## src/hw/rtl/fdpp_pkg.sv

```systemverilog
// shared types and constants for the fragment data packet parser
// no dependencies; used by the front, queue, back and top level

package fdpp_pkg;

   localparam int FDPP_QUEUE_DEPTH = 4;

   // event kinds carried to the result channel
   localparam logic [2:0] EV_NONE    = 3'd0;
   localparam logic [2:0] EV_ACK     = 3'd1;
   localparam logic [2:0] EV_BITFLD  = 3'd2;
   localparam logic [2:0] EV_HEADER  = 3'd3;
   localparam logic [2:0] EV_PAYLOAD = 3'd4;
   localparam logic [2:0] EV_ERROR   = 3'd5;

   // fragment info word layout
   localparam int INFO_W     = 24;
   localparam int SIZE_W     = 14;
   localparam int NUM_SHIFT  = 17;
   localparam int LAST_POS   = 16;
   localparam int MORE_POS   = 7;

   // one classified byte, passed from front to back
   typedef struct packed {
      logic [2:0]        kind;
      logic [31:0]       msg_id;
      logic [7:0]        bf_pos;
      logic [6:0]        bf_bits;
      logic [INFO_W-1:0] info;
      logic [7:0]        data;
      logic              eop;
   } entry_type;

endpackage

```

## src/hw/rtl/fdpp_req_if.sv

```systemverilog
// input byte channel of the fragment data packet parser
// no dependencies

interface fdpp_req_if;
   logic       valid;
   logic       ready;
   logic [7:0] in_byte;
   logic       packet_end;

   modport source(output valid, output in_byte, output packet_end, input ready);
   modport sink(input valid, input in_byte, input packet_end, output ready);
endinterface

```

## src/hw/rtl/fdpp_rsp_if.sv

```systemverilog
// result event channel of the fragment data packet parser
// no dependencies

interface fdpp_rsp_if;
   logic        valid;
   logic        ready;
   logic [2:0]  event_kind;
   logic [31:0] message_id;
   logic [10:0] fragment_base;
   logic [6:0]  ack_mask;
   logic [6:0]  fragment_number;
   logic        fragment_is_last;
   logic [13:0] fragment_size;
   logic [7:0]  payload_byte;
   logic        end_of_packet;

   modport source(output valid, output event_kind, output message_id, output fragment_base,
                  output ack_mask, output fragment_number, output fragment_is_last,
                  output fragment_size, output payload_byte, output end_of_packet,
                  input ready);
   modport sink(input valid, input event_kind, input message_id, input fragment_base,
                input ack_mask, input fragment_number, input fragment_is_last,
                input fragment_size, input payload_byte, input end_of_packet,
                output ready);
endinterface

```

## src/hw/rtl/fdpp_front.sv

```systemverilog
// front end: accepts body bytes, runs the packet layout state machine and
// pushes one classified entry per byte; depends on fdpp_pkg and fdpp_req_if

module fdpp_front import fdpp_pkg::*; (
   input  logic       clock,
   input  logic       reset,
   fdpp_req_if.sink   req_chan,
   input  logic       full,
   output logic       push,
   output entry_type  push_entry
);

   localparam logic [3:0] PH_FLAG       = 4'd0;
   localparam logic [3:0] PH_ACK_COUNT  = 4'd1;
   localparam logic [3:0] PH_ACK_ID     = 4'd2;
   localparam logic [3:0] PH_BF_COUNT   = 4'd3;
   localparam logic [3:0] PH_BF_ID      = 4'd4;
   localparam logic [3:0] PH_BF_BYTE    = 4'd5;
   localparam logic [3:0] PH_FRAG_COUNT = 4'd6;
   localparam logic [3:0] PH_FRAG_ID    = 4'd7;
   localparam logic [3:0] PH_FRAG_INFO  = 4'd8;
   localparam logic [3:0] PH_PAYLOAD    = 4'd9;
   localparam logic [3:0] PH_DONE       = 4'd10;

   logic [3:0]        phase_ff, phase_in;
   logic [7:0]        items_ff, items_in;
   logic [2:0]        cnt_ff, cnt_in;
   logic [31:0]       id_ff, id_in;
   logic [INFO_W-1:0] info_ff, info_in;
   logic [SIZE_W-1:0] pay_ff, pay_in;
   logic [7:0]        pos_ff, pos_in;
   logic [1:0]        flag_ff, flag_in;

   logic [7:0]        b;
   logic [31:0]       id_sh;
   logic [INFO_W-1:0] info_sh;
   logic [3:0]        cnt_inc;
   logic [7:0]        items_dec;
   logic [SIZE_W-1:0] pay_dec;
   logic [2:0]        kind;
   logic [31:0]       ev_id;
   logic [INFO_W-1:0] ev_info;

   assign b       = req_chan.in_byte;
   assign id_sh   = {id_ff[23:0], b};
   assign info_sh = {info_ff[INFO_W-9:0], b};
   assign cnt_inc = {1'b0, cnt_ff} + 4'd1;
   assign items_dec = items_ff - 8'd1;
   assign pay_dec   = pay_ff - SIZE_W'(1);

   always_comb begin
      phase_in = phase_ff;
      items_in = items_ff;
      cnt_in   = cnt_ff;
      id_in    = id_ff;
      info_in  = info_ff;
      pay_in   = pay_ff;
      pos_in   = pos_ff;
      flag_in  = flag_ff;
      kind     = EV_NONE;
      ev_id    = id_ff;
      ev_info  = info_ff;
      unique case (phase_ff)
         PH_FLAG: begin
            flag_in = b[7:6];
            if (b[7]) phase_in = PH_ACK_COUNT;
            else      phase_in = b[6] ? PH_BF_COUNT : PH_FRAG_COUNT;
         end
         PH_ACK_COUNT: begin
            items_in = b;
            cnt_in   = 3'd0;
            if (b != 8'd0)     phase_in = PH_ACK_ID;
            else if (flag_ff[0]) phase_in = PH_BF_COUNT;
            else               phase_in = PH_FRAG_COUNT;
         end
         PH_ACK_ID: begin
            id_in  = id_sh;
            ev_id  = id_sh;
            cnt_in = cnt_inc[2:0];
            if (cnt_inc >= 4'd4) begin
               cnt_in   = 3'd0;
               kind     = EV_ACK;
               items_in = items_dec;
               if (items_dec == 8'd0) phase_in = flag_ff[0] ? PH_BF_COUNT : PH_FRAG_COUNT;
            end
         end
         PH_BF_COUNT: begin
            items_in = b;
            cnt_in   = 3'd0;
            phase_in = (b != 8'd0) ? PH_BF_ID : PH_FRAG_COUNT;
         end
         PH_BF_ID: begin
            id_in  = id_sh;
            cnt_in = cnt_inc[2:0];
            if (cnt_inc >= 4'd4) begin
               cnt_in   = 3'd0;
               pos_in   = 8'd0;
               phase_in = PH_BF_BYTE;
            end
         end
         PH_BF_BYTE: begin
            kind   = EV_BITFLD;
            pos_in = pos_ff + 8'd1;
            if (!b[MORE_POS]) begin
               items_in = items_dec;
               phase_in = (items_dec != 8'd0) ? PH_BF_ID : PH_FRAG_COUNT;
            end
         end
         PH_FRAG_COUNT: begin
            items_in = b;
            cnt_in   = 3'd0;
            phase_in = (b != 8'd0) ? PH_FRAG_ID : PH_DONE;
         end
         PH_FRAG_ID: begin
            id_in  = id_sh;
            cnt_in = cnt_inc[2:0];
            if (cnt_inc >= 4'd4) begin
               cnt_in   = 3'd0;
               info_in  = '0;
               phase_in = PH_FRAG_INFO;
            end
         end
         PH_FRAG_INFO: begin
            info_in = info_sh;
            cnt_in  = cnt_inc[2:0];
            if (cnt_inc >= 4'd3) begin
               cnt_in  = 3'd0;
               kind    = EV_HEADER;
               ev_info = info_sh;
               pay_in  = info_sh[SIZE_W-1:0];
               if (info_sh[SIZE_W-1:0] != '0) begin
                  phase_in = PH_PAYLOAD;
               end else begin
                  // empty fragment closes at once
                  items_in = items_dec;
                  phase_in = (items_dec != 8'd0) ? PH_FRAG_ID : PH_DONE;
               end
            end
         end
         PH_PAYLOAD: begin
            kind   = EV_PAYLOAD;
            pay_in = pay_dec;
            if (pay_dec == '0) begin
               items_in = items_dec;
               cnt_in   = 3'd0;
               phase_in = (items_dec != 8'd0) ? PH_FRAG_ID : PH_DONE;
            end
         end
         default: phase_in = PH_DONE;
      endcase

      if (req_chan.packet_end) begin
         // packet still expects bytes: flag the whole packet as malformed
         if (phase_in != PH_DONE) kind = EV_ERROR;
         phase_in = PH_FLAG;
         items_in = '0;
         cnt_in   = '0;
         id_in    = '0;
         info_in  = '0;
         pay_in   = '0;
         pos_in   = '0;
         flag_in  = '0;
      end
   end

   assign req_chan.ready = !full;
   assign push = req_chan.valid && !full;

   always_comb begin
      push_entry.kind    = kind;
      push_entry.msg_id  = ev_id;
      push_entry.bf_pos  = pos_ff;
      push_entry.bf_bits = b[6:0];
      push_entry.info    = ev_info;
      push_entry.data    = b;
      push_entry.eop     = req_chan.packet_end;
   end

   always_ff @(posedge clock) begin
      if (reset) begin
         phase_ff <= PH_FLAG;
         items_ff <= '0;
         cnt_ff   <= '0;
         id_ff    <= '0;
         info_ff  <= '0;
         pay_ff   <= '0;
         pos_ff   <= '0;
         flag_ff  <= '0;
      end else if (push) begin
         phase_ff <= phase_in;
         items_ff <= items_in;
         cnt_ff   <= cnt_in;
         id_ff    <= id_in;
         info_ff  <= info_in;
         pay_ff   <= pay_in;
         pos_ff   <= pos_in;
         flag_ff  <= flag_in;
      end
   end

endmodule

```

## src/hw/rtl/fdpp_queue.sv

```systemverilog
// short fifo of classified entries between front and back
// depends on fdpp_pkg

module fdpp_queue import fdpp_pkg::*; #(
   parameter int DEPTH = FDPP_QUEUE_DEPTH
) (
   input  logic      clock,
   input  logic      reset,
   input  logic      push,
   input  entry_type push_entry,
   output logic      full,
   input  logic      pop,
   output logic      head_valid,
   output entry_type head
);

   localparam int PTR_W = $clog2(DEPTH);
   localparam int CNT_W = $clog2(DEPTH + 1);

   entry_type        store_ff [DEPTH];
   logic [PTR_W-1:0] wr_ff, wr_in;
   logic [PTR_W-1:0] rd_ff, rd_in;
   logic [CNT_W-1:0] cnt_ff, cnt_in;
   logic             do_pop;

   assign full       = (cnt_ff == CNT_W'(DEPTH));
   assign head_valid = (cnt_ff != '0);
   assign head       = store_ff[rd_ff];
   assign do_pop     = pop && head_valid;

   always_comb begin
      wr_in  = wr_ff;
      rd_in  = rd_ff;
      cnt_in = cnt_ff;
      if (push) wr_in = (wr_ff == PTR_W'(DEPTH - 1)) ? '0 : wr_ff + PTR_W'(1);
      if (do_pop) rd_in = (rd_ff == PTR_W'(DEPTH - 1)) ? '0 : rd_ff + PTR_W'(1);
      if (push && !do_pop) cnt_in = cnt_ff + CNT_W'(1);
      else if (do_pop && !push) cnt_in = cnt_ff - CNT_W'(1);
   end

   always_ff @(posedge clock) begin
      if (reset) begin
         wr_ff  <= '0;
         rd_ff  <= '0;
         cnt_ff <= '0;
      end else begin
         wr_ff  <= wr_in;
         rd_ff  <= rd_in;
         cnt_ff <= cnt_in;
      end
   end

   always_ff @(posedge clock) begin
      if (push) store_ff[wr_ff] <= push_entry;
   end

endmodule

```

## src/hw/rtl/fdpp_back.sv

```systemverilog
// back end: formats queued entries into result events and holds them in an
// output register; depends on fdpp_pkg and fdpp_rsp_if

module fdpp_back import fdpp_pkg::*; (
   input  logic       clock,
   input  logic       reset,
   input  logic       head_valid,
   input  entry_type  head,
   output logic       pop,
   fdpp_rsp_if.source rsp_chan
);

   logic        valid_ff;
   logic [2:0]  kind_ff;
   logic [31:0] id_ff, id_in;
   logic [10:0] base_ff, base_in;
   logic [6:0]  mask_ff, mask_in;
   logic [6:0]  num_ff, num_in;
   logic        last_ff, last_in;
   logic [13:0] size_ff, size_in;
   logic [7:0]  data_ff, data_in;
   logic        eop_ff;

   logic        has_id, is_bf, is_frag, is_pay;
   logic [6:0]  rev;
   logic [10:0] pos_x8, pos_x1;

   assign pop = head_valid && (!valid_ff || rsp_chan.ready);

   assign has_id  = (head.kind == EV_ACK) || (head.kind == EV_BITFLD) ||
                    (head.kind == EV_HEADER) || (head.kind == EV_PAYLOAD);
   assign is_bf   = (head.kind == EV_BITFLD);
   assign is_frag = (head.kind == EV_HEADER) || (head.kind == EV_PAYLOAD);
   assign is_pay  = (head.kind == EV_PAYLOAD);

   // source bit 6 lands on fragment base + 0
   always_comb begin
      for (int k = 0; k < 7; k++) rev[k] = head.bf_bits[6 - k];
   end

   // seven times the position as eight times the position minus the position
   assign pos_x8 = {head.bf_pos, 3'b000};
   assign pos_x1 = {3'b000, head.bf_pos};

   always_comb begin
      id_in   = has_id ? head.msg_id : '0;
      base_in = is_bf ? (pos_x8 - pos_x1) : '0;
      mask_in = is_bf ? rev : '0;
      num_in  = is_frag ? head.info[NUM_SHIFT+6:NUM_SHIFT] : '0;
      last_in = is_frag && head.info[LAST_POS];
      size_in = is_frag ? head.info[SIZE_W-1:0] : '0;
      data_in = is_pay ? head.data : '0;
   end

   always_ff @(posedge clock) begin
      if (reset) begin
         valid_ff <= 1'b0;
      end else if (pop) begin
         valid_ff <= 1'b1;
      end else if (rsp_chan.ready) begin
         valid_ff <= 1'b0;
      end
   end

   always_ff @(posedge clock) begin
      if (pop) begin
         kind_ff <= head.kind;
         id_ff   <= id_in;
         base_ff <= base_in;
         mask_ff <= mask_in;
         num_ff  <= num_in;
         last_ff <= last_in;
         size_ff <= size_in;
         data_ff <= data_in;
         eop_ff  <= head.eop;
      end
   end

   assign rsp_chan.valid            = valid_ff;
   assign rsp_chan.event_kind       = kind_ff;
   assign rsp_chan.message_id       = id_ff;
   assign rsp_chan.fragment_base    = base_ff;
   assign rsp_chan.ack_mask         = mask_ff;
   assign rsp_chan.fragment_number  = num_ff;
   assign rsp_chan.fragment_is_last = last_ff;
   assign rsp_chan.fragment_size    = size_ff;
   assign rsp_chan.payload_byte     = data_ff;
   assign rsp_chan.end_of_packet    = eop_ff;

endmodule

```

## src/hw/rtl/fragment_data_packet_parser_unit.sv

```systemverilog
// fragment data packet parser: one event transaction per body byte.
// throughput one byte per cycle while the queue is not full; the front state machine's next state is combinational.
// each byte is registered into the queue, then into the back end output register, before its event is valid.
// the queue of QUEUE_DEPTH entries lets input and output stall independently.
// synchronous reset empties the queue and output and returns to awaiting a flag byte.
// depends on fdpp_pkg, fdpp_req_if, fdpp_rsp_if, fdpp_front, fdpp_queue, fdpp_back

module fragment_data_packet_parser_unit import fdpp_pkg::*; #(
   parameter int QUEUE_DEPTH = FDPP_QUEUE_DEPTH
) (
   input  logic       clock,
   input  logic       reset,
   fdpp_req_if.sink   req_chan,
   fdpp_rsp_if.source rsp_chan
);

   logic      push;
   logic      full;
   logic      pop;
   logic      head_valid;
   entry_type push_entry;
   entry_type head;

   fdpp_front u_front (
      .clock      (clock),
      .reset      (reset),
      .req_chan   (req_chan),
      .full       (full),
      .push       (push),
      .push_entry (push_entry)
   );

   fdpp_queue #(.DEPTH(QUEUE_DEPTH)) u_queue (
      .clock      (clock),
      .reset      (reset),
      .push       (push),
      .push_entry (push_entry),
      .full       (full),
      .pop        (pop),
      .head_valid (head_valid),
      .head       (head)
   );

   fdpp_back u_back (
      .clock      (clock),
      .reset      (reset),
      .head_valid (head_valid),
      .head       (head),
      .pop        (pop),
      .rsp_chan   (rsp_chan)
   );

endmodule
```

## src/flat_wrapper.sv

```systemverilog
// flat-port wrapper written by rule: the top's interface ports become plain ports
module fragment_data_packet_parser_unit_flat import fdpp_pkg::*;
#(
   parameter int QUEUE_DEPTH = FDPP_QUEUE_DEPTH
)
  (clock, reset, req_chan_valid, req_chan_in_byte, req_chan_packet_end, req_chan_ready, rsp_chan_valid, rsp_chan_event_kind, rsp_chan_message_id, rsp_chan_fragment_base, rsp_chan_ack_mask, rsp_chan_fragment_number, rsp_chan_fragment_is_last, rsp_chan_fragment_size, rsp_chan_payload_byte, rsp_chan_end_of_packet, rsp_chan_ready);
  fdpp_req_if req_chan_i ();
  fdpp_rsp_if rsp_chan_i ();
  input  logic clock;
  input  logic reset;
  input wire logic [$bits(req_chan_i.valid)-1:0] req_chan_valid;
  input wire logic [$bits(req_chan_i.in_byte)-1:0] req_chan_in_byte;
  input wire logic [$bits(req_chan_i.packet_end)-1:0] req_chan_packet_end;
  output wire logic [$bits(req_chan_i.ready)-1:0] req_chan_ready;
  output wire logic [$bits(rsp_chan_i.valid)-1:0] rsp_chan_valid;
  output wire logic [$bits(rsp_chan_i.event_kind)-1:0] rsp_chan_event_kind;
  output wire logic [$bits(rsp_chan_i.message_id)-1:0] rsp_chan_message_id;
  output wire logic [$bits(rsp_chan_i.fragment_base)-1:0] rsp_chan_fragment_base;
  output wire logic [$bits(rsp_chan_i.ack_mask)-1:0] rsp_chan_ack_mask;
  output wire logic [$bits(rsp_chan_i.fragment_number)-1:0] rsp_chan_fragment_number;
  output wire logic [$bits(rsp_chan_i.fragment_is_last)-1:0] rsp_chan_fragment_is_last;
  output wire logic [$bits(rsp_chan_i.fragment_size)-1:0] rsp_chan_fragment_size;
  output wire logic [$bits(rsp_chan_i.payload_byte)-1:0] rsp_chan_payload_byte;
  output wire logic [$bits(rsp_chan_i.end_of_packet)-1:0] rsp_chan_end_of_packet;
  input wire logic [$bits(rsp_chan_i.ready)-1:0] rsp_chan_ready;
  assign req_chan_i.valid = req_chan_valid;
  assign req_chan_i.in_byte = req_chan_in_byte;
  assign req_chan_i.packet_end = req_chan_packet_end;
  assign req_chan_ready = req_chan_i.ready;
  assign rsp_chan_valid = rsp_chan_i.valid;
  assign rsp_chan_event_kind = rsp_chan_i.event_kind;
  assign rsp_chan_message_id = rsp_chan_i.message_id;
  assign rsp_chan_fragment_base = rsp_chan_i.fragment_base;
  assign rsp_chan_ack_mask = rsp_chan_i.ack_mask;
  assign rsp_chan_fragment_number = rsp_chan_i.fragment_number;
  assign rsp_chan_fragment_is_last = rsp_chan_i.fragment_is_last;
  assign rsp_chan_fragment_size = rsp_chan_i.fragment_size;
  assign rsp_chan_payload_byte = rsp_chan_i.payload_byte;
  assign rsp_chan_end_of_packet = rsp_chan_i.end_of_packet;
  assign rsp_chan_i.ready = rsp_chan_ready;
  fragment_data_packet_parser_unit #(.QUEUE_DEPTH(QUEUE_DEPTH)) u_core (.clock(clock), .reset(reset), .req_chan(req_chan_i), .rsp_chan(rsp_chan_i));
endmodule
```

## config.mk

```make
export PLATFORM = sky130hd
export DESIGN_NAME = fragment_data_packet_parser_unit_flat
export DESIGN_NICKNAME = d
export VERILOG_FILES = /design/src/hw/rtl/fdpp_pkg.sv /design/src/hw/rtl/fdpp_req_if.sv /design/src/hw/rtl/fdpp_rsp_if.sv /design/src/hw/rtl/fdpp_front.sv /design/src/hw/rtl/fdpp_queue.sv /design/src/hw/rtl/fdpp_back.sv /design/src/hw/rtl/fragment_data_packet_parser_unit.sv /design/src/flat_wrapper.sv
export SDC_FILE = /design/constraint.sdc
export NUM_CORES = 1
export LEC_CHECK = 0
export ABC_CLOCK_PERIOD_IN_PS = 7300
export BUFFER_PORTS_ARGS = -buffer_cell sky130_fd_sc_hd__buf_2
export CORE_MARGIN = 2
export CORE_UTILIZATION = 30
export CTS_BUF_LIST = sky130_fd_sc_hd__clkbuf_8
export DETAILED_ROUTE_END_ITERATION = 7
export SLEW_MARGIN = 20
export SYNTH_ARGS = -nofsm -noshare
export SYNTH_HDL_FRONTEND = slang
export SYNTH_SLANG_ARGS = --single-unit
```

## constraint.sdc

```tcl
create_clock -name clock -period 7.3 [get_ports clock]
set_input_delay 1.095 -clock clock [delete_from_list [all_inputs] [get_ports clock]]
set_output_delay 1.095 -clock clock [all_outputs]
set_load 0.005 [all_outputs]
```

; Word level (Yosys, flattened, before mapping)
; Memory sizes are Yosys's and may differ from the RTL's. A register that Yosys moved wholly into a read port is not among the register bits.
; Cells that the tools add are included.
[op_classes]
n_eq_ne = 24
n_reduce_logical = 40
mux = 61
n_mul = 0
addsub = 9
div_mod_pow = 0
magnitude_cmp = 2
shift = 0
bitwise = 0
[ops]
columns = operator, n
row1 = 2-to-1 mux 24 bit, 4
row2 = 2-to-1 mux 32 bit, 3
row3 = 2-to-1 mux 8 bit, 8
row4 = one-hot mux 24 bit (2 select lines), 1
row5 = 2-to-1 mux 4 bit, 11
row6 = one-hot mux 4 bit (10 select lines), 1
row7 = one-hot mux 8 bit (5 select lines), 1
row8 = 2-to-1 mux 3 bit, 12
row9 = 2-to-1 mux 14 bit, 2
row10 = one-hot mux 14 bit (2 select lines), 1
row11 = one-hot mux 3 bit (4 select lines), 2
row12 = "!= test 3 bit, second input constant", 7
row13 = "== test 4 x 3 -> 1 bit, second input constant", 4
row14 = one-hot mux 8 bit (2 select lines), 1
row15 = nonzero test 8 bit, 2
row16 = logical NOT 14 bit, 1
row17 = 2-to-1 mux 2 bit, 7
row18 = nonzero test 14 bit, 1
row19 = "subtractor 14 x 1 -> 14 bit, second input constant", 1
row20 = AND reduction 3 bit, 4
row21 = nonzero test 3 bit, 4
row22 = subtractor 11 x 8 -> 11 bit, 1
row23 = "adder 8 x 1 -> 8 bit, second input constant", 1
row24 = "== test 4 x 2 -> 1 bit, second input constant", 2
row25 = 26 further kinds, 54
[word_totals]
romBits = 0
register_bits = 186
n_memories = 1
ramBits = 332
elab_cells = 158
out_inout_bits = 86
latch_bits = 0
[memory_table]
columns = memory, words, width, read_ports, rd_ports_with_merged_regs, write_ports, line_no
row1 = u_core.u_queue.store_ff, 4, 83, 1, 1, 1, fdpp_queue.sv:20  ; entry_type store_ff [DEPTH];

; Logic depth before layout (Yosys ltp)
[depth]
depth_word = 9
depth_mapped = 13
depth_no_buf = 10

; By module
; A second synthesis with hierarchy kept.
[unflattened]
cells_unflattened = 1466
area_unflattened_um2 = 21677.0
[by_module_without_submodules]
columns = module, cells_per_inst, area_each_um2, instances, seq_area_each_um2
row1 = fdpp_queue, 477, 12426.9, 1, 10149.7
row2 = fdpp_front, 758, 5756.8, 1, 1881.8
row3 = fdpp_back, 231, 3493.4, 1, 2542.4

; Worst setup path after synthesis
; OpenSTA, ideal clock, no wires.
[synth_timing]
kind = input -> register
startpoint = input rsp_chan_ready
endpoint = register u_core.u_queue.cnt_ff[2]
arrival_time_ns = 6.953
setup_time_ns = 0.070
cell_stages = 9
path_slack_ns = 0.276
required_time_ns = 7.230
n_path_buf = 0
path_cell_list = inv_1 > a21oi_1 > inv_1 > ha_1 > inv_1 > fa_1 > xor2_1 > or3_1 > a21oi_1
[synth_via]
elab_chain_cells = 6
elab_cells_between_ends = 8
classes_between = 1 x mux / 7 x reduce/logical
[synth_rtl]
columns = element, line_no
row1 = from (decl), flat_wrapper.sv:25  ; input wire logic [$bits(rsp_chan_i.ready)-1:0] rsp_chan_ready;
row2 = logical OR 1 bit (*), fdpp_back.sv:28  ; assign pop = head_valid && (!valid_ff || rsp_chan.ready);
row3 = logical AND 1 bit (*), fdpp_back.sv:28
row4 = net u_core.pop, fragment_data_packet_parser_unit.sv:19  ; logic pop;
row5 = logical AND 1 bit (*), fdpp_queue.sv:29  ; assign do_pop = pop && head_valid;
row6 = logical NOT 1 bit, fdpp_queue.sv:37  ; if (push && !do_pop) cnt_in = cnt_ff + CNT_W'(1);
row7 = logical AND 1 bit, fdpp_queue.sv:37
row8 = 2-to-1 mux 3 bit or nonzero test 2 bit (tied branches), n/a
row9 = to (signal assigned), fdpp_queue.sv:49  ; cnt_ff <= cnt_in;
row10 = to (decl), fdpp_queue.sv:23  ; logic [CNT_W-1:0] cnt_ff, cnt_in;
; Mark *: on every way through the listed nets, which the timed path passes. The rest lies on a longest branch.
; A chain may end at the register's enable or synchronous reset.

==> flow_summary_export.csv <==
group,metric,value,unit
outcome,status,"complete, no violations",
cells_and_area,syn_to_final_growth,14.9,%
job,drv_cap,0,
cells_and_area,finalNetCount,1470,
detailed_routing,drt_iter0_drc,802,
yosys,syn_area,19900,um2
clock_tree,ctsResizeCount,0,
yosys,synth_seq_cells,484,
timing,setup_ws,3.82,ns
detailed_routing,via_per_inst,4.88,
detailed_routing,drc,0,
die,num_rows,94,
clock_tree,insertion_delay,0.65,ns
setup_path,r2r_setup_slack,3.82,ns
setup_path,cp.required,7.65,ns
setup_path,critPathSlowestCell,"buf_4",
clock_tree,postCtsSetupRepairBufs,0,
timing,hold_viol,0,
die,io_pins,99,
pwr,p_per_area,348,nW/um2
die,dieArea,68300,um2
timing,fmax,0.287,GHz
clock_tree,ctsRootBufferMaster,"clkbuf_8",
timing,max_slew_margin,0.296,
setup_path,cp_slowest_stage_delay,0.79,ns
timing,rsz0062_at_grt,"false",
setup_path,path_cells,"buf_4, mux4_2, nor2_1, xor2_2, buf_4, nor2b_1",
placed_design,routabilityCongestion,0.826,
setup_path,path_max_fanout,52,
placed_design,place.port_buffers,98,
setup_path,endpoint_kind,"flip-flop",
setup_path,crit_arrival,3.83,ns
die,die_y,261,um
timing,slew_viol_final,0,
clock_tree,cts_htree_levels,3,
yosys,synthCells,1324,
yosys,synth_top_flop_cell,"edfxtp_1",
yosys,yosysSeqAreaShare,0.680,
global_route,grt_start_max_net_pins,67,
detailed_routing,ant_nets,0,
detailed_routing,wl_per_cell,18.3,um
clock_tree,clk_pin_slew,0.06,ns
timing,period_share,0.477,
pwr,ir_drop,0.138,mV
timing,finalSetupTns,0,ns
timing,worst_pin_slew,1.06,ns
setup_path,cpMostUsedCell,"buf_4",
placed_design,pre_cts_ws,3.79,ns
clock_tree,cts_sinks,484,
die,core_area,65600,um2
cells_and_area,layout-drive-gt1-share,0.245,
clock_tree,ctsHoldBuffers,0,
setup_path,start_kind,"flip-flop",
clock_tree,cts_tree,"done",
global_route,grt_usage,0.125,
yosys,synth-edff-count,380,
clock_tree,cts.path.max_buffers,3,
cells_and_area,final_cell_mix,"edfxtp_1 (380), nor2_1 (108), dfxtp_1 (102)",
global_route,grt_overflow,0,
global_route,grt_pass1_vias,11467,
yosys,synth_cell_types,62,
pwr,power.leakage,7.75,nW
yosys,yosysWarnings,0,
global_route,grt_pass1_wl,66400,um
cells_and_area,final_common_cell,"edfxtp_1",
yosys,syn_nets,1357,
cells_and_area,nFillCells,6267,
clock_tree,numCtsBuffers,76,
setup_path,crit_type,"reg -> reg",
detailed_routing,drtPass1Iterations,6,
yosys,async_reset_ff_frac,0,
pwr,p_total,7.95,mW
detailed_routing,totalWireLength,43400,um
global_route,antenna_found_initial,6,
detailed_routing,route.vias.total,11531,
timing,skew,0.0475,ns
placed_design,hpwl,25800,um
yosys,post_synth.cell_area_avg,15.0,um2
timing,period_needed,3.48,ns
die,start_util,0.303,
hold_path,hold_path.class,"reg -> reg",
timing,finalSetupViolations,0,
die,die_w,261,um
-- stage by stage --
step / hold slack (ns) / cells / instance area, um2 / utilization
2_1_floorplan: 0.428 / 1324 / 19900 / -
3_3_place_gp: 0.435 / 2223 / 21300 / 0.324
3_5_place_dp: 0.441 / 2223 / 21300 / 0.324
4_1_cts: 0.450 / 2363 / 22800 / 0.347
5_1_grt: 0.478 / 2364 / 22800 / 0.347
6_report: 0.451 / 2365 / 22800 / 0.348
-- synth_stat cells (all sizes together), types with 27 or more instances --
library cell    n  area (um2)
and3           27         170
nor2          108         405
edfxtp        380       11400
a21oi          54         274
dfxtp         104        2080
nor2b          57         357
nand2          71         269
nand3          31         160
mux4           74        1670
clkbuf         66         248
a22oi          39         293
o21ai          33         165
mux2           56         631
-- routing by layer --
layer,global-route usage,share of wire,up-vias,wire [um]
met3,0.0263,0.062,87,2680
met1,0.163,0.43,5762,18900
met5,0,0.0013,-,58
li1,-,-,5309,-
met2,0.206,0.48,363,20700
met4,0.0478,0.025,10,1100
-- critical path: cells and delay by family, from the launching register on --
family        cells  cell delay [ns]
buf+inv           2             1.11
simple gates      2             0.61
mux               1             0.46
flops             1             0.76
xor+xnor          1             0.16
-- cell type report --
cell class | count | area [um2] | area share
Multi-Input combinational cell | 737 | 6000 | 0.263
Clock buffer | 89 | 1220 | 0.0537
Sequential cell | 484 | 13500 | 0.592
Antenna cell | 2 | 5.00 | 0.000219
Inverter | 23 | 86.3 | 0.00379
Timing Repair Buffer | 115 | 618 | 0.0271
Tap cell | 864 | 1080 | 0.0474
Clock inverter | 51 | 290 | 0.0127
-- final timing paths --
kind | from | end | depth (start not counted)
min | u_core.u_front.info_ff[18] | u_core.u_front.info_ff[18] | 2
max reg2reg | flip-flop | u_core.u_back.rsp_chan.message_id[10] | 6
max | flip-flop | u_core.u_back.rsp_chan.message_id[10] | 6
min reg2reg | u_core.u_front.info_ff[18] | u_core.u_front.info_ff[18] | 2
-- report_power, final --
part	internal [mW]	switching [mW]	leakage, nW	total (mW)
logic	0.872	1.10	2.57	1.97
clock network	1.16	1.08	0.874	2.24
registers	3.53	0.209	4.31	3.74
-- registers in the layout, indices dropped and copies added (netlist names), 2 cells and up, named ones only --
register / cells
u_core.u_front.phase_ff: 4
u_core.u_front.id_ff: 32
u_core.u_back.rsp_chan.event_kind: 3
u_core.u_back.rsp_chan.fragment_base: 11
u_core.u_queue.store_ff: 296
u_core.u_back.rsp_chan.fragment_size: 14
u_core.u_front.pay_ff: 14
u_core.u_back.rsp_chan.payload_byte: 8
u_core.u_back.rsp_chan.message_id: 32
u_core.u_queue.rd_ff: 2
u_core.u_back.rsp_chan.fragment_number: 7
u_core.u_front.items_ff: 8
u_core.u_queue.wr_ff: 2
u_core.u_front.cnt_ff: 3
u_core.u_queue.cnt_ff: 3
u_core.u_back.rsp_chan.ack_mask: 7
u_core.u_front.pos_ff: 8
u_core.u_front.info_ff: 24
-- cell families (layout without fill, tap and decap cells) --
kind of cell | count (synthesis) | after routing | synth area share
AOI/OAI and AO/OA | 177 | 177 | 0.0576
xor gates and xnor gates | 31 | 31 | 0.0137
adders and majority gates | 20 | 20 | 0.0130
buffers and inverters | 103 | 278 | 0.0209
DFF | 484 | 484 | 0.680
muxes | 140 | 140 | 0.121
other | 0 | 2 | 0
and+or+nand+nor | 369 | 369 | 0.0945
Note: power is estimated with default switching activity, not from simulation.
